$ cat config.mk
export PLATFORM = sky130hd
export DESIGN_NAME = keyboard_matrix_scan_responder
export DESIGN_NICKNAME = d
export VERILOG_FILES = /design/src/design/kmsr_pkg.sv /design/src/design/kmsr_key_map.sv /design/src/design/keyboard_matrix_scan_responder.sv
export VERILOG_INCLUDE_DIRS = /design/src /design/src/design
export SDC_FILE = /design/constraint.sdc
export NUM_CORES = 1
export LEC_CHECK = 0
export ABC_CLOCK_PERIOD_IN_PS = 5400
export CAP_MARGIN = 25
export CORE_MARGIN = 3
export CORE_UTILIZATION = 64
export CTS_CLUSTER_DIAMETER = 150
export CTS_CLUSTER_SIZE = 20
export DETAILED_ROUTE_END_ITERATION = 10
export DONT_BUFFER_PORTS = 1
export PLACE_DENSITY_LB_ADDON = 0.3
export RECOVER_POWER = 50
export SETUP_SLACK_MARGIN = 0.5
export SYNTH_ARGS = -nofsm -noshare
export SYNTH_HDL_FRONTEND = slang
export SYNTH_SLANG_ARGS = --single-unit
$ cat constraint.sdc
create_clock -name clk -period 5.4 [get_ports clk]
set_input_delay 0.27 -clock clk [delete_from_list [all_inputs] [get_ports clk]]
set_output_delay 0.27 -clock clk [all_outputs]
set_load 0.005 [all_outputs]
$ cat src/design/assert_macros.svh
// ----------------------------------------------------------------------------
// assert_macros.svh
// Concurrent assertion helpers, clocked on clk and disabled during reset
// ----------------------------------------------------------------------------
`ifndef ASSERT_MACROS_SVH
`define ASSERT_MACROS_SVH

`ifndef NO_ASSERTIONS

// property must hold at every clock edge out of reset
`define ASSERT_PROP(lbl, prop, msg) \
  lbl: assert property (@(posedge clk) disable iff (!rst_n) (prop)) else $error(msg);

// expression must never be true out of reset
`define ASSERT_NEVER(lbl, expr, msg) \
  lbl: assert property (@(posedge clk) disable iff (!rst_n) !(expr)) else $error(msg);

`else

`define ASSERT_PROP(lbl, prop, msg)
`define ASSERT_NEVER(lbl, expr, msg)

`endif

`endif

$ cat src/design/kmsr_pkg.sv
// ----------------------------------------------------------------------------
// kmsr_pkg
// Shared types and constants of the keyboard matrix scan responder
// ----------------------------------------------------------------------------
package kmsr_pkg;

  // action codes carried on in_tuser
  localparam logic [1:0] ACT_RISE = 2'd0;
  localparam logic [1:0] ACT_FALL = 2'd1;
  localparam logic [1:0] ACT_KEY  = 2'd2;

  localparam int KEY_FIELD_W = 7;
  localparam int IN_TDATA_W  = 16;
  localparam int OUT_TDATA_W = 16;

  // counter and led constants
  localparam logic [7:0] LO_NIB_CLEAR  = 8'hF0;
  localparam logic [7:0] HI_NIB_CLEAR  = 8'h0F;
  localparam logic [7:0] LED_CNT_MASK  = 8'h0E;
  localparam logic [7:0] LED_PREV_INIT = 8'h01;

  // input item, last field in the lowest bits
  typedef struct packed {
    logic                   key_pressed;
    logic [KEY_FIELD_W-1:0] key_index;
    logic                   led_line_low;
    logic                   scan_clock_high;
    logic                   reset_line_high_nibble;
    logic                   reset_line_low_nibble;
  } kmsr_in_t;

  // result item, last field in the lowest bits
  typedef struct packed {
    logic       caps_lamp;
    logic       kana_hiragana_lamp;
    logic       kana_katakana_lamp;
    logic       led_changed;
    logic [7:0] led_byte;
    logic       key_sense;
  } kmsr_out_t;

  // key bitmap write request
  typedef struct packed {
    logic                   en;
    logic [KEY_FIELD_W-1:0] idx;
    logic                   val;
  } kmsr_key_wr_t;

endpackage

$ cat src/design/kmsr_key_map.sv
// ----------------------------------------------------------------------------
// kmsr_key_map
// Key-pressed bitmap with one write port and one registered read port,
// cleared one key per cycle after reset
// ----------------------------------------------------------------------------
module kmsr_key_map
  import kmsr_pkg::*;
#(
  parameter int KEY_COUNT = 128
) (
  input  logic                   clk,
  input  logic                   rst_n,
  input  kmsr_key_wr_t           wr,
  input  logic                   rd_en,
  input  logic [KEY_FIELD_W-1:0] rd_idx,
  output logic                   rd_bit,
  output logic                   ready
);

  localparam int MAP_IDX_W = $clog2(KEY_COUNT);
  localparam logic [KEY_FIELD_W:0] KEY_LIMIT = (KEY_FIELD_W + 1)'(KEY_COUNT);
  localparam logic [MAP_IDX_W-1:0] LAST_IDX  = MAP_IDX_W'(KEY_COUNT - 1);

  logic                 key_mem [KEY_COUNT];
  logic                 clr_busy_r;
  logic [MAP_IDX_W-1:0] clr_idx_r;
  logic                 rd_bit_r;
  logic                 wr_in_range;
  logic                 rd_in_range;
  logic                 wr_hit;

  // keys beyond the map are ignored on write and read as released
  assign wr_in_range = ({1'b0, wr.idx} < KEY_LIMIT);
  assign rd_in_range = ({1'b0, rd_idx} < KEY_LIMIT);
  assign wr_hit      = wr.en && wr_in_range && (wr.idx == rd_idx);

  // clearing pass after reset, one key per cycle
  always_ff @(posedge clk) begin
    if (!rst_n) begin
      clr_busy_r <= 1'b1;
      clr_idx_r  <= '0;
    end else if (clr_busy_r) begin
      clr_busy_r <= (clr_idx_r != LAST_IDX);
      clr_idx_r  <= clr_idx_r + MAP_IDX_W'(1);
    end
  end

  // bitmap write port
  always_ff @(posedge clk) begin
    if (clr_busy_r) begin
      key_mem[clr_idx_r] <= 1'b0;
    end else if (wr.en && wr_in_range) begin
      key_mem[wr.idx[MAP_IDX_W-1:0]] <= wr.val;
    end
  end

  // registered read, a write to the same key in the same cycle wins
  always_ff @(posedge clk) begin
    if (rd_en) begin
      priority if (!rd_in_range) begin
        rd_bit_r <= 1'b0;
      end else if (wr_hit) begin
        rd_bit_r <= wr.val;
      end else begin
        rd_bit_r <= key_mem[rd_idx[MAP_IDX_W-1:0]];
      end
    end
  end

  assign rd_bit = rd_bit_r;
  assign ready  = !clr_busy_r;

endmodule

$ cat src/design/keyboard_matrix_scan_responder.sv
// ----------------------------------------------------------------------------
// keyboard_matrix_scan_responder
// Key side of a host-scanned keyboard: scan counter, key sense and led latch
// ----------------------------------------------------------------------------
// A transaction passes through the input register, then the result register.
// Throughput: one transaction per cycle unless the result channel stalls; the
// key bit for a rise is read from the key map as the transaction enters the
// input register. Reset (rst_n, synchronous, active low) clears the counter,
// sense and lamps, sets the previous led status to 1 and the invert mask to 0,
// then clears the key map one key per cycle with in_tready held low.
module keyboard_matrix_scan_responder
  import kmsr_pkg::*;
#(
  parameter int KEY_COUNT = 128
) (
  input  logic                   clk,
  input  logic                   rst_n,
  // input channel
  input  logic                   in_tvalid,
  output logic                   in_tready,
  // tdata: reset_line_low_nibble, reset_line_high_nibble, scan_clock_high,
  //        led_line_low, key_index[6:0], key_pressed, zero fill
  input  logic [IN_TDATA_W-1:0]  in_tdata,
  // tuser: action[1:0]
  input  logic [1:0]             in_tuser,
  // result channel
  output logic                   out_tvalid,
  input  logic                   out_tready,
  // tdata: key_sense, led_byte[7:0], led_changed, kana_katakana_lamp,
  //        kana_hiragana_lamp, caps_lamp, zero fill
  output logic [OUT_TDATA_W-1:0] out_tdata,
  // configuration
  input  logic                   cfg_wr_en,
  input  logic [7:0]             cfg_wr_data
);

`include "assert_macros.svh"

  localparam int IN_ITEM_W  = $bits(kmsr_in_t);
  localparam int OUT_ITEM_W = $bits(kmsr_out_t);

  // handshake and stage control
  logic         out_free;
  logic         s1_adv;
  logic         s1_vld_r;
  logic [1:0]   s1_act_r;
  kmsr_in_t     s1_item_r;
  logic         out_vld_r;
  kmsr_out_t    out_item_r;
  kmsr_out_t    out_item_nxt;
  kmsr_in_t     in_item;
  logic         in_acc;
  logic         map_ready;

  // scan state
  logic [7:0]   led_inv_r;
  logic [7:0]   cnt_r,       cnt_nxt;
  logic [7:0]   led_cur_r,   led_cur_nxt;
  logic [7:0]   led_prev_r,  led_prev_nxt;
  logic         sense_r,     sense_nxt;
  logic [2:0]   lamps_r,     lamps_nxt;

  // datapath
  logic [7:0]   cnt_rise;
  logic [7:0]   cnt_base;
  logic [7:0]   cnt_pre;
  logic [7:0]   led_new;
  logic [2:0]   lamps_new;
  logic         changed;
  logic         rd_bit;
  kmsr_key_wr_t key_wr;

  // count after a rise, with the nibble clears applied
  function automatic logic [7:0] rise_count(input logic [7:0] cnt, input logic clr_lo,
                                            input logic clr_hi);
    logic [7:0] c;
    c = cnt + 8'd1;
    if (clr_lo) begin
      c = c & LO_NIB_CLEAR;
    end
    if (clr_hi) begin
      c = c & HI_NIB_CLEAR;
    end
    return c;
  endfunction

  assign in_item   = kmsr_in_t'(in_tdata[IN_ITEM_W-1:0]);
  assign out_free  = !out_vld_r || out_tready;
  assign s1_adv    = s1_vld_r && out_free;
  assign in_tready = map_ready && (!s1_vld_r || s1_adv);
  assign in_acc    = in_tvalid && in_tready;

  // input register
  always_ff @(posedge clk) begin
    if (!rst_n) begin
      s1_vld_r <= 1'b0;
    end else if (in_tready) begin
      s1_vld_r <= in_tvalid;
    end
  end

  always_ff @(posedge clk) begin
    if (in_acc) begin
      s1_act_r  <= in_tuser;
      s1_item_r <= in_item;
    end
  end

  // configuration register
  always_ff @(posedge clk) begin
    if (!rst_n) begin
      led_inv_r <= '0;
    end else if (cfg_wr_en) begin
      led_inv_r <= cfg_wr_data;
    end
  end

  // count the incoming transaction sees, used to fetch its key bit early
  assign cnt_base = s1_adv ? cnt_nxt : cnt_r;
  assign cnt_pre  = rise_count(cnt_base, in_item.reset_line_low_nibble,
                               in_item.reset_line_high_nibble);

  // key bitmap
  kmsr_key_map #(
    .KEY_COUNT (KEY_COUNT)
  ) u_key_map (
    .clk    (clk),
    .rst_n  (rst_n),
    .wr     (key_wr),
    .rd_en  (in_acc),
    .rd_idx (cnt_pre[7:1]),
    .rd_bit (rd_bit),
    .ready  (map_ready)
  );

  // counter step with nibble clears on a rise
  assign cnt_rise = rise_count(cnt_r, s1_item_r.reset_line_low_nibble,
                               s1_item_r.reset_line_high_nibble);

  // led status and lamp pattern latched on a fall
  assign led_new   = (cnt_r & LED_CNT_MASK) ^ led_inv_r;
  assign lamps_new = {led_new[3], ~led_new[2], ~led_new[1]};

  // next state per action
  always_comb begin
    cnt_nxt      = cnt_r;
    led_cur_nxt  = led_cur_r;
    led_prev_nxt = led_prev_r;
    sense_nxt    = sense_r;
    lamps_nxt    = lamps_r;
    changed      = 1'b0;
    key_wr       = '0;
    unique case (s1_act_r)
      ACT_RISE: begin
        cnt_nxt   = cnt_rise;
        sense_nxt = (!cnt_rise[0] && s1_item_r.scan_clock_high) ? rd_bit : 1'b0;
      end
      ACT_FALL: begin
        sense_nxt = 1'b0;
        if (s1_item_r.led_line_low) begin
          led_cur_nxt = led_new;
          if (led_new != led_prev_r) begin
            led_prev_nxt = led_new;
            lamps_nxt    = lamps_new;
            changed      = 1'b1;
          end
        end
      end
      ACT_KEY: begin
        key_wr.en  = s1_adv;
        key_wr.idx = s1_item_r.key_index;
        key_wr.val = s1_item_r.key_pressed;
      end
      default: begin
      end
    endcase
  end

  // state registers, updated as a transaction leaves the input register
  always_ff @(posedge clk) begin
    if (!rst_n) begin
      cnt_r      <= '0;
      led_cur_r  <= '0;
      led_prev_r <= LED_PREV_INIT;
      sense_r    <= 1'b0;
      lamps_r    <= '0;
    end else if (s1_adv) begin
      cnt_r      <= cnt_nxt;
      led_cur_r  <= led_cur_nxt;
      led_prev_r <= led_prev_nxt;
      sense_r    <= sense_nxt;
      lamps_r    <= lamps_nxt;
    end
  end

  // result assembly
  always_comb begin
    out_item_nxt.key_sense          = sense_nxt;
    out_item_nxt.led_byte           = led_cur_nxt;
    out_item_nxt.led_changed        = changed;
    out_item_nxt.kana_katakana_lamp = lamps_nxt[0];
    out_item_nxt.kana_hiragana_lamp = lamps_nxt[1];
    out_item_nxt.caps_lamp          = lamps_nxt[2];
  end

  // result register
  always_ff @(posedge clk) begin
    if (!rst_n) begin
      out_vld_r <= 1'b0;
    end else if (out_free) begin
      out_vld_r <= s1_adv;
    end
  end

  always_ff @(posedge clk) begin
    if (s1_adv) begin
      out_item_r <= out_item_nxt;
    end
  end

  assign out_tvalid = out_vld_r;
  assign out_tdata  = {(OUT_TDATA_W - OUT_ITEM_W)'(0), out_item_r};

  // sense can only be set at an even count
  `ASSERT_NEVER(a_sense_even, sense_r && cnt_r[0], "key sense high at odd scan count")

  // a latching fall leaves current and previous led status equal
  `ASSERT_PROP(a_led_latch,
               s1_adv && (s1_act_r == ACT_FALL) && s1_item_r.led_line_low
               |=> led_cur_r == led_prev_r,
               "led status not latched on fall")

  // a fall always clears the sense level
  `ASSERT_PROP(a_fall_clear, s1_adv && (s1_act_r == ACT_FALL) |=> !sense_r,
               "sense not cleared on fall")

  // a reported change carries lamps that match the status
  `ASSERT_PROP(a_lamps_match,
               out_vld_r && out_item_r.led_changed
               |-> (out_item_r.caps_lamp == out_item_r.led_byte[3])
                   && (out_item_r.kana_hiragana_lamp != out_item_r.led_byte[2])
                   && (out_item_r.kana_katakana_lamp != out_item_r.led_byte[1]),
               "lamps disagree with led status")

endmodule

==> impl_metrics.env, run 1 <==
export IMPL_die_area_mm2=0.0166
export IMPL_drt_wirelength_per_cell_um=21.2
export IMPL_path_clk_slew_ps=80
export IMPL_cts_root_buffer="clkbuf_16"
export IMPL_finalHoldViolCount=0
export IMPL_netlist_instances=871
export IMPL_num_antenna_cells=0
export IMPL_numPortBuffers=0
export IMPL_reg2reg_from="s1_act_r[1]$_DFFE_PP_"
export IMPL_rows=44
export IMPL_synth_edf_count=156
export IMPL_via_per_inst=6.54
export IMPL_drive_gt1_frac=0.0748
export IMPL_muxShareOfSynthArea=0.0680
export IMPL_start_kind="flop"
export IMPL_period_share=0.874
export IMPL_synthArstFlopShare=0
export IMPL_first_pass_iters=5
export IMPL_worst_slew_pin_slew_ps=1170
export IMPL_powerDensity_mw_per_mm2=268
export IMPL_mostFrequentLayoutCells="nor2_1, edfxtp_1, nand2_1"
export IMPL_min_period_ps=4720
export IMPL_synth_fa_ha_area_frac=0.00389
export IMPL_outcome="finished clean"
export IMPL_h_tree_depth=1
export IMPL_nets=922
export IMPL_clock_skew_ps=27.6
export IMPL_synth_area_leaders="edfxtp_1, dfxtp_1, nor2_1"
export IMPL_syn_to_final_growth_pct=9.06
export IMPL_n_fill_cell=991
export IMPL_cts_inserted_buffers=14
export IMPL_hold_path_endpoint="u_key_map.clr_busy_r$_SDFF_PN1_"
export IMPL_synth_simple_area_share=0.195
export IMPL_core_region_area_mm2=0.0146
export IMPL_post_route_drc_count=0
export IMPL_fin_cells=1080
export IMPL_clk_latency_ps=490
export IMPL_postCtsSetupBuffers=0
export IMPL_ios=49
export IMPL_routed_wl_mm=22.8
export IMPL_synth_xor_area_frac=0.0260
export IMPL_required_ps=5610
export IMPL_rsz0062_at_grt="no"
export IMPL_syn_area_mm2=0.00966
export IMPL_grt_overflow=0
export IMPL_synth_top_area_frac=0.485
export IMPL_ant_nets=0
export IMPL_synth_top_family_by_area="simple AND/OR/NAND/NOR gates"
export IMPL_layout_setup_ws_ps=683
export IMPL_grt_first_pass_wirelength_mm=36.4
export IMPL_final_common_cell="nor2_1"
export IMPL_synth_cell_types=80
export IMPL_vias=7065
export IMPL_synthFlopType="edfxtp_1"
export IMPL_peakVddDrop_mv=0.329
export IMPL_p_leak_nw=3.34
export IMPL_yosys_warnings=0
export IMPL_place_hpwl_mm=14.6
export IMPL_setup_viol=0
export IMPL_initial_core_util=0.659
export IMPL_synth_area_per_cell_um2=11.1
export IMPL_relSlewSlack=0.221
export IMPL_grt_max_degree=70
export IMPL_timing_setup_tns_ps=0
export IMPL_first_global_vias=6860
export IMPL_drt_iter0_markers=952
export IMPL_hold_path_class="input port to flop"
export IMPL_place_inst=1025
export IMPL_place_ws_ps=933
export IMPL_numClockSinks=202
export IMPL_yosysTopAreaCell="edfxtp_1"
export IMPL_synth_compound_area_frac=0.101
export IMPL_gp_congestion=0.920
export IMPL_reg2reg_slack_ps=680
export IMPL_cts_tree="done"
export IMPL_cap_violations=0
export IMPL_cp_end_kind="flop"
export IMPL_maxSlewViolCount=0
export IMPL_path_class="flop to flop"
export IMPL_crit_fanout=9
export IMPL_cp_arrival_ps=4920
export IMPL_holdPathStages=2
export IMPL_hp_start="rst_n"
export IMPL_synth_seq_cells=202
export IMPL_grt_use_total=0.280
export IMPL_antenna_found_initial=0
export IMPL_die_h_um=129
export IMPL_clockBufferDepth=3
export IMPL_die_x_um=129
export IMPL_seq_area_frac_synth=0.581
export IMPL_r2r_end="u_key_map.rd_bit$_DFFE_PP_"
export IMPL_max_freq_mhz=212
export IMPL_worstRegToRegCells=14
==> logic make-up after synthesis <==
family	after synthesis
other cells	1
buf+inv	55
flops	202
fa+ha+maj	3
mux	60
simple gates	404
xor+xnor	27
compound gates	119
==> state kept, by name (all words and copies together) (netlist names) <==
| name | count |
|---|---|
| cnt_r | 8 |
| lamps_r | 3 |
| led_cur_r | 8 |
| led_inv_r | 8 |
| led_prev_r | 8 |
| out_tdata | 13 |
| out_tvalid | 1 |
| s1_act_r | 2 |
| s1_item_r | 12 |
| s1_vld_r | 1 |
| sense_r | 1 |
| u_key_map.clr_busy_r | 1 |
| u_key_map.clr_idx_r | 7 |
| u_key_map.key_mem | 128 |
| u_key_map.rd_bit | 1 |
==> per-layer routing <==
metal | track usage | part of all wire | wire length (µm) | vias to the layer above
met4 | 0.0778 | 0.022 | 499 | 0
met3 | 0.0581 | 0.10 | 2340 | 41
met2 | 0.456 | 0.48 | 11000 | 403
met5 | 0 | 0 | 0 | -
li1 | - | - | - | 3179
met1 | 0.385 | 0.39 | 9010 | 3442
==> metrics by stage <==
stage | power (W) | hold slack (ps) | area (µm²) | util
floorplan | 0.00176 | 369 | 9660 | -
global placement | 0.00178 | 343 | 9800 | 0.669
detailed placement | 0.00178 | 352 | 9800 | 0.669
CTS | 0.00282 | 40.6 | 10500 | 0.720
global route | 0.00288 | 62.4 | 10500 | 0.719
finish | 0.00282 | 60.7 | 10500 | 0.719
==> cell usage after synthesis, types with 5 or more instances <==
| library cell | count |
|---|---|
| a2111oi_0 | 5 |
| a211oi_1 | 9 |
| a21boi_0 | 13 |
| a21oi_1 | 7 |
| a311oi_1 | 8 |
| a31oi_1 | 8 |
| and2_1 | 15 |
| and3_1 | 8 |
| buf_2 | 5 |
| buf_4 | 7 |
| clkbuf_1 | 33 |
| dfxtp_1 | 46 |
| edfxtp_1 | 156 |
| inv_1 | 8 |
| mux2_2 | 12 |
| mux2i_1 | 45 |
| nand2_1 | 119 |
| nand2b_1 | 5 |
| nand3_1 | 25 |
| nand4_1 | 12 |
| nor2_1 | 157 |
| nor2b_1 | 25 |
| nor3b_1 | 5 |
| o21ai_0 | 16 |
| o22ai_1 | 5 |
| or3_1 | 6 |
| xnor2_1 | 18 |
| xor2_1 | 7 |
==> critical path: stages, from the launching register on <==
cell and delay, ps:
edfxtp_1 500, nor2_1 550, nand3_4 210, nand2_1 110
o21ai_0 120, ha_1 270, and4_1 220, a2111oi_4 770
buf_4 300, and3_1 160, a311oi_1 50, a311oi_1 520
o32ai_1 160, a221oi_1 320, o22ai_1 170
==> power by group <==
group | switching (W) | internal [W] | leakage (nW)
clock | 0.000522 | 0.000528 | 0.204
combinational | 0.0000616 | 0.0000445 | 1.43
sequential | 0.00000838 | 0.00166 | 1.71
==> layout make-up <==
type	instances	area (µm²)	share of cell area
inverter	8	30.0	0.00285
tap	184	230	0.0219
sequential	202	5610	0.532
clock inverter	1	20.0	0.00190
multi-input combinational	616	3810	0.362
clock buffer	23	405	0.0385
timing repair buffer	46	427	0.0405
==> worst max-delay path by stage <==
stage                                startpoint                         end  slack (ps)  cells past startpoint
final                     s1_act_r[1]$_DFFE_PP_  u_key_map.rd_bit$_DFFE_PP_         680                     14
after global routing      s1_act_r[1]$_DFFE_PP_  u_key_map.rd_bit$_DFFE_PP_         460                     15
after CTS                   cnt_r[0]$_SDFF_PN0_  u_key_map.rd_bit$_DFFE_PP_         910                     13
after detailed placement    cnt_r[0]$_SDFF_PN0_  u_key_map.rd_bit$_DFFE_PP_         930                     13
after global placement      cnt_r[0]$_SDFF_PN0_  u_key_map.rd_bit$_DFFE_PP_        1020                     13
after floorplan                      out_tready  u_key_map.rd_bit$_DFFE_PP_        1540                     16
==> repair_timing <==
action,in CTS,in global routing
resized for setup,0,0
hold buffers,31,0
hold endpoints to repair,60,0
endpoints found under the setup margin,0,0
(Power assumes the default switching activity.)
==> run 2: changes to the inputs <==
--- a/config.mk
+++ b/config.mk
@@ -6,6 +6,7 @@
 export SDC_FILE = /design/constraint.sdc
 export NUM_CORES = 1
 export LEC_CHECK = 0
+export ABC_AREA = 1
 export ABC_CLOCK_PERIOD_IN_PS = 5400
 export CAP_MARGIN = 25
 export CORE_MARGIN = 3
==> run 2 against run 1 <==
  * Largest power group unchanged
  * Total power decreased by 0.29%
  * Critical path depth increased by 6
  * Clock skew decreased by 7.8 ps
  * Clock-buffer cell count unchanged
  * Via count increased by 5.4%
  * Non-clock buffer count decreased by 9
  * Highest routed layer unchanged
  * Combinational power decreased by 5%
  * Hold slack got worse by 13 ps
==> impl_metrics.env, run 2 <==
export IMPL_vias=7448
export IMPL_syn_to_final_growth_pct=8.11
export IMPL_seq_area_frac_synth=0.582
export IMPL_via_per_inst=5.69
export IMPL_largest_reg_flops=128
export IMPL_core_region_area_mm2=0.0146
export IMPL_rows=44
export IMPL_path_class="flop to flop"
export IMPL_drt_wirelength_per_cell_um=16.3
export IMPL_post_synth_top_count_cell="nand2_1"
export IMPL_synth_top_area_frac=0.487
export IMPL_post_route_drc_count=0
export IMPL_ios=49
export IMPL_mostFrequentLayoutCells="nand2_1, nor2_1, edfxtp_1"
export IMPL_top_register="u_key_map.key_mem"
export IMPL_place_hpwl_mm=12.9
export IMPL_synth_area_per_cell_um2=8.73
export IMPL_powerDensity_mw_per_mm2=271
export IMPL_clock_skew_ps=19.8
export IMPL_maxSlewViolCount=0
export IMPL_hp_start="cfg_wr_en"
export IMPL_grt_max_degree=58
export IMPL_peakVddDrop_mv=0.305
export IMPL_cts_tree="done"
export IMPL_routed_wl_mm=21.4
export IMPL_grt_first_pass_wirelength_mm=34.2
export IMPL_cts_inserted_buffers=14
export IMPL_relSlewSlack=0.323
export IMPL_post_cts_resized=0
export IMPL_clk_latency_ps=480
export IMPL_worst_slew_pin_slew_ps=1020
export IMPL_p_leak_nw=4.09
export IMPL_finalHoldViolCount=0
export IMPL_worstRegToRegCells=20
export IMPL_drive_gt1_frac=0.0524
export IMPL_hold_path_endpoint="led_inv_r[1]$_SDFFE_PN0P_"
export IMPL_yosysTopAreaCell="edfxtp_1"
export IMPL_synth_area_leaders="edfxtp_1, nand2_1, dfxtp_1"
export IMPL_initial_core_util=0.657
export IMPL_cts_root_buffer="clkbuf_16"
export IMPL_numPortBuffers=0
export IMPL_reg2reg_slack_ps=1690
export IMPL_r2r_end="u_key_map.rd_bit$_DFFE_PP_"
export IMPL_die_x_um=129
export IMPL_path_clk_slew_ps=90
export IMPL_yosys_warnings=0
export IMPL_place_ws_ps=1830
export IMPL_die_h_um=129
export IMPL_cp_end_kind="flop"
export IMPL_synth_top_cells_by_count="nand2_1, nor2_1, edfxtp_1, inv_1, nand3_1"
export IMPL_drt_iter0_markers=874
export IMPL_synth_cell_types=38
export IMPL_reg2reg_from="s1_act_r[1]$_DFFE_PP_"
export IMPL_grt_use_total=0.259
export IMPL_hold_buffers=31
export IMPL_period_share=0.687
export IMPL_postCtsSetupBuffers=0
export IMPL_numClockSinks=202
export IMPL_first_pass_iters=5
export IMPL_synth_edf_count=156
export IMPL_gp_congestion=0.940
export IMPL_synth_seq_cells=202
export IMPL_start_kind="flop"
export IMPL_min_period_ps=3710
export IMPL_rsz0062_at_grt="no"
export IMPL_outcome="finished clean"
export IMPL_cp_arrival_ps=3950
export IMPL_netlist_instances=1103
export IMPL_die_area_mm2=0.0165
export IMPL_synthArstFlopShare=0
export IMPL_finalHoldWorstSlack_ps=47.9
export IMPL_hold_path_class="input port to flop"
export IMPL_antenna_found_initial=0
export IMPL_h_tree_depth=1
export IMPL_first_global_vias=6859
export IMPL_num_antenna_cells=0
export IMPL_ant_nets=0
export IMPL_holdPathStages=2
export IMPL_timing_setup_tns_ps=0
export IMPL_cap_violations=0
export IMPL_nets=1151
export IMPL_max_freq_mhz=270
export IMPL_setup_viol=0
export IMPL_final_common_cell="nand2_1"
export IMPL_required_ps=5640
export IMPL_synthFlopType="edfxtp_1"
export IMPL_grt_overflow=0
export IMPL_syn_area_mm2=0.00962
export IMPL_crit_fanout=51
export IMPL_clockBufferDepth=3
export IMPL_layout_setup_ws_ps=1690
-- run 2: worst max path at each step --
stage	start	slack, ps	endpoint	depth (start not counted)
global route	s1_act_r[0]$_DFFE_PP_	1320	u_key_map.rd_bit$_DFFE_PP_	17
global placement	s1_act_r[1]$_DFFE_PP_	1580	u_key_map.rd_bit$_DFFE_PP_	19
detailed placement	s1_vld_r$_SDFFE_PN0P_	1830	u_key_map.rd_bit$_DFFE_PP_	21
finish	s1_act_r[1]$_DFFE_PP_	1690	u_key_map.rd_bit$_DFFE_PP_	20
floorplan	s1_vld_r$_SDFFE_PN0P_	1730	u_key_map.key_mem[0]$_DFFE_PP_	5
CTS	s1_vld_r$_SDFFE_PN0P_	1810	u_key_map.rd_bit$_DFFE_PP_	18
-- run 2: through the flow --
stage	total power, W	cells	util	instance area (µm²)
global route	0.00288	1309	0.711	10400
detailed placement	0.00178	1254	0.663	9720
CTS	0.00282	1309	0.714	10500
global placement	0.00178	1252	0.661	9680
floorplan	0.00176	1105	-	9630
finish	0.00282	1309	0.711	10400
-- run 2: logic make-up (layout without fill, tap and decap cells) --
group,count (synthesis),count (layout),synth area share
AND/OR/NAND/NOR,666,666,0.291
adder cells (fa/ha/maj),3,3,0.00390
flip-flops,202,202,0.582
AO/OA/AOI/OAI,81,81,0.0477
XOR/XNOR,12,12,0.0109
other,1,3,0.000390
buffers and inverters,135,155,0.0602
multiplexers,3,3,0.00312
-- run 2: final cells by class --
class | count | area, µm²
multi-input cells | 768 | 3410
inverters | 94 | 353
well taps | 184 | 230
repair buffers | 37 | 377
clock inverters | 1 | 20.0
fillers | 1096 | 4240
clock buffers | 23 | 405
flip-flops and latches | 202 | 5610
-- run 2: layer usage --
metal | up-vias | GRT usage | routed length (µm)
met4 | 0 | 0.0970 | 653
met1 | 3465 | 0.339 | 8850
li1 | 3608 | - | -
met5 | - | 0 | 0
met3 | 50 | 0.0403 | 1660
met2 | 325 | 0.440 | 10200
-- run 2: critical path, stage by stage (launching register included) --
cell and delay, ps:
edfxtp_1 420, nor2_1 430, nand3_1 180, nand2_1 130, nand2_2 70, ha_1 300, nand2_2 470, inv_2 280
buf_12 270, nand2_1 80, nand2_1 50, inv_1 50, nand4_1 100, nand2_1 110, nand2_1 60, nand3_1 110
nand3_1 80, nand3_1 90, nand3_1 80, nand3_1 70, nand2_1 40
-- run 2: where the power goes --
part	internal [W]	switching, W	total (W)	leakage, nW
clock network	0.000527	0.000521	0.00105	0.204
logic	0.0000337	0.0000674	0.000101	2.20
registers	0.00166	0.00000668	0.00167	1.69
==> run 3: changes to the inputs <==
--- a/config.mk
+++ b/config.mk
@@ -7,7 +7,7 @@
 export NUM_CORES = 1
 export LEC_CHECK = 0
 export ABC_AREA = 1
-export ABC_CLOCK_PERIOD_IN_PS = 5400
+export ABC_CLOCK_PERIOD_IN_PS = 3500
 export CAP_MARGIN = 25
 export CORE_MARGIN = 3
 export CORE_UTILIZATION = 64
==> constraint.sdc (replaced) <==
create_clock -name clk -period 3.5 [get_ports clk]
set_input_delay 0.175 -clock clk [delete_from_list [all_inputs] [get_ports clk]]
set_output_delay 0.175 -clock clk [all_outputs]
set_load 0.005 [all_outputs]
==> run 3 against run 2 <==
  * Flip-flop and latch count stayed put
  * Register-to-register slack worse by 1100 ps
  * Hold slack better by 4.6 ps
  * Non-clock buffer count is 12 higher
==> impl_metrics.env, run 3 (same netlist as run 2, synthesis figures left out) <==
export IMPL_power_frac_seq=0.591
export IMPL_worst_slew_pin_slew_ps=1190
export IMPL_clock_skew_ps=14.8
export IMPL_finalHoldViolCount=0
export IMPL_hold_path_class="input port to flop"
export IMPL_reg2reg_from="out_tvalid$_SDFFE_PN0N_"
export IMPL_routed_wl_mm=22.3
export IMPL_first_pass_iters=5
export IMPL_gp_congestion=0.887
export IMPL_rows=44
export IMPL_die_area_mm2=0.0165
export IMPL_timing_setup_tns_ps=0
export IMPL_pwr_share_comb=0.037
export IMPL_intPower_w=0.00343
export IMPL_cap_violations=0
export IMPL_place_hpwl_mm=13.4
export IMPL_cp_end_kind="flop"
export IMPL_mostFrequentLayoutCells="nand2_1, nor2_1, edfxtp_1"
export IMPL_cts_tree="done"
export IMPL_h_tree_depth=1
export IMPL_path_class="flop to flop"
export IMPL_cp_arrival_ps=3190
export IMPL_reg2reg_slack_ps=550
export IMPL_top_register="u_key_map.key_mem"
export IMPL_crit_fanout=19
export IMPL_clkPwrFrac=0.371
export IMPL_drt_iter0_markers=772
export IMPL_cts_root_buffer="clkbuf_16"
export IMPL_maxSlewViolCount=0
export IMPL_largest_reg_flops=128
export IMPL_nets=1164
export IMPL_final_common_cell="nand2_1"
export IMPL_cts_inserted_buffers=14
export IMPL_worstRegToRegCells=15
export IMPL_grt_overflow=0
export IMPL_start_kind="flop"
export IMPL_ios=49
export IMPL_vias=7535
export IMPL_max_freq_mhz=339
export IMPL_syn_to_final_growth_pct=10.3
export IMPL_period_share=0.843
export IMPL_antenna_found_initial=0
export IMPL_hp_start="out_tready"
export IMPL_required_ps=3740
export IMPL_grt_use_total=0.266
export IMPL_first_global_vias=7130
export IMPL_via_per_inst=5.70
export IMPL_drive_gt1_frac=0.0764
export IMPL_clk_latency_ps=470
export IMPL_p_sw_w=0.000916
export IMPL_layout_setup_ws_ps=548
export IMPL_clockBufferDepth=3
export IMPL_grt_first_pass_wirelength_mm=34.8
export IMPL_powerDensity_mw_per_mm2=409
export IMPL_initial_core_util=0.657
export IMPL_crit_start="out_tvalid$_SDFFE_PN0N_"
export IMPL_die_x_um=129
export IMPL_numPortBuffers=0
export IMPL_holdPathStages=3
export IMPL_rsz0062_at_grt="yes"
export IMPL_finalHoldWorstSlack_ps=52.5
export IMPL_place_ws_ps=383
export IMPL_p_leak_nw=4.17
export IMPL_final_area_mm2=0.0106
export IMPL_grt_max_degree=71
export IMPL_relSlewSlack=0.206
export IMPL_numClockSinks=202
export IMPL_path_clk_slew_ps=90
export IMPL_outcome="finished clean"
export IMPL_swShare=0.211
export IMPL_ant_nets=0
export IMPL_num_antenna_cells=0
export IMPL_core_region_area_mm2=0.0146
export IMPL_die_h_um=129
export IMPL_drt_wirelength_per_cell_um=16.8
export IMPL_min_period_ps=2950
export IMPL_post_route_drc_count=0
export IMPL_setup_viol=0
export IMPL_dpl_cell_area_mm2=0.00973
export IMPL_peakVddDrop_mv=0.470
==> run 3: cell count changes in the layout (fill, tap and decap cells not counted), sizes merged <==
cell / delta
clkbuf: +2
buf: +9
dlygate4sd3: +1
nor2: +1
==> run 3: area by class of cell <==
class	instances	area, µm²
clock inverters	1	20.0
fillers	1078	4030
multi-input cells	769	3510
flip-flops and latches	202	5610
inverters	94	358
clock buffers	23	405
repair buffers	49	489
well taps	184	230
==> run 3: through the flow <==
| step | instances | util | power, W |
|---|---|---|---|
| floorplan | 1105 | - | 0.00272 |
| global placement | 1256 | 0.664 | 0.00274 |
| detailed placement | 1256 | 0.664 | 0.00274 |
| global route | 1322 | 0.725 | 0.00444 |
| CTS | 1312 | 0.717 | 0.00434 |
| finish | 1322 | 0.725 | 0.00434 |
==> run 3: final timing paths <==
path | to
max | u_key_map.rd_bit$_DFFE_PP_
min reg2reg | lamps_r[1]$_SDFFE_PN0N_
max reg2reg | u_key_map.rd_bit$_DFFE_PP_
min | out_tvalid$_SDFFE_PN0N_
==> run 3: critical path: stages, from the launching register on <==
cell     delay [ps]
dfxtp_1         420
nand2_1         180
nand2_2         330
nor2_1          160
nand2_1          90
nand2_1          50
nand2_1         140
inv_1            70
nand2_1         110
nand3_2         430
nand2_1         180
nand4_1         100
nor2_1          200
nand3_1         110
nand3_1          90
nand2_1          50
==> run 3: layer usage <==
layer | share of wire | global-route usage | up-vias | routed length, µm
met2 | 0.50 | 0.472 | 324 | 11100
met3 | 0.075 | 0.0390 | 57 | 1670
li1 | - | - | 3637 | -
met1 | 0.40 | 0.335 | 3517 | 8820
met4 | 0.032 | 0.0926 | 0 | 708
met5 | 0 | 0 | - | 0
==> run 3: power by group through the flow <==
stage               Sequential [W]  Combinational, W  Clock (W)
floorplan                  0.00262         0.0000944          0
global placement           0.00262          0.000117          0
detailed placement         0.00262          0.000120          0
CTS                        0.00257          0.000156    0.00161
global route               0.00257          0.000176    0.00169
finish                     0.00257          0.000163    0.00161
==> run 3: repair_timing <==
| action | 4_1_cts | 5_1_grt |
|---|---|---|
| pin swaps | 0 | 3 |
| endpoints found under the setup margin | 40 | 65 |
| cloned | 0 | 1 |
| setup buffers | 0 | 9 |
| endpoints found under the hold margin | 36 | 0 |
| gates resized for setup | 6 | 17 |
| hold buffers | 32 | 0 |
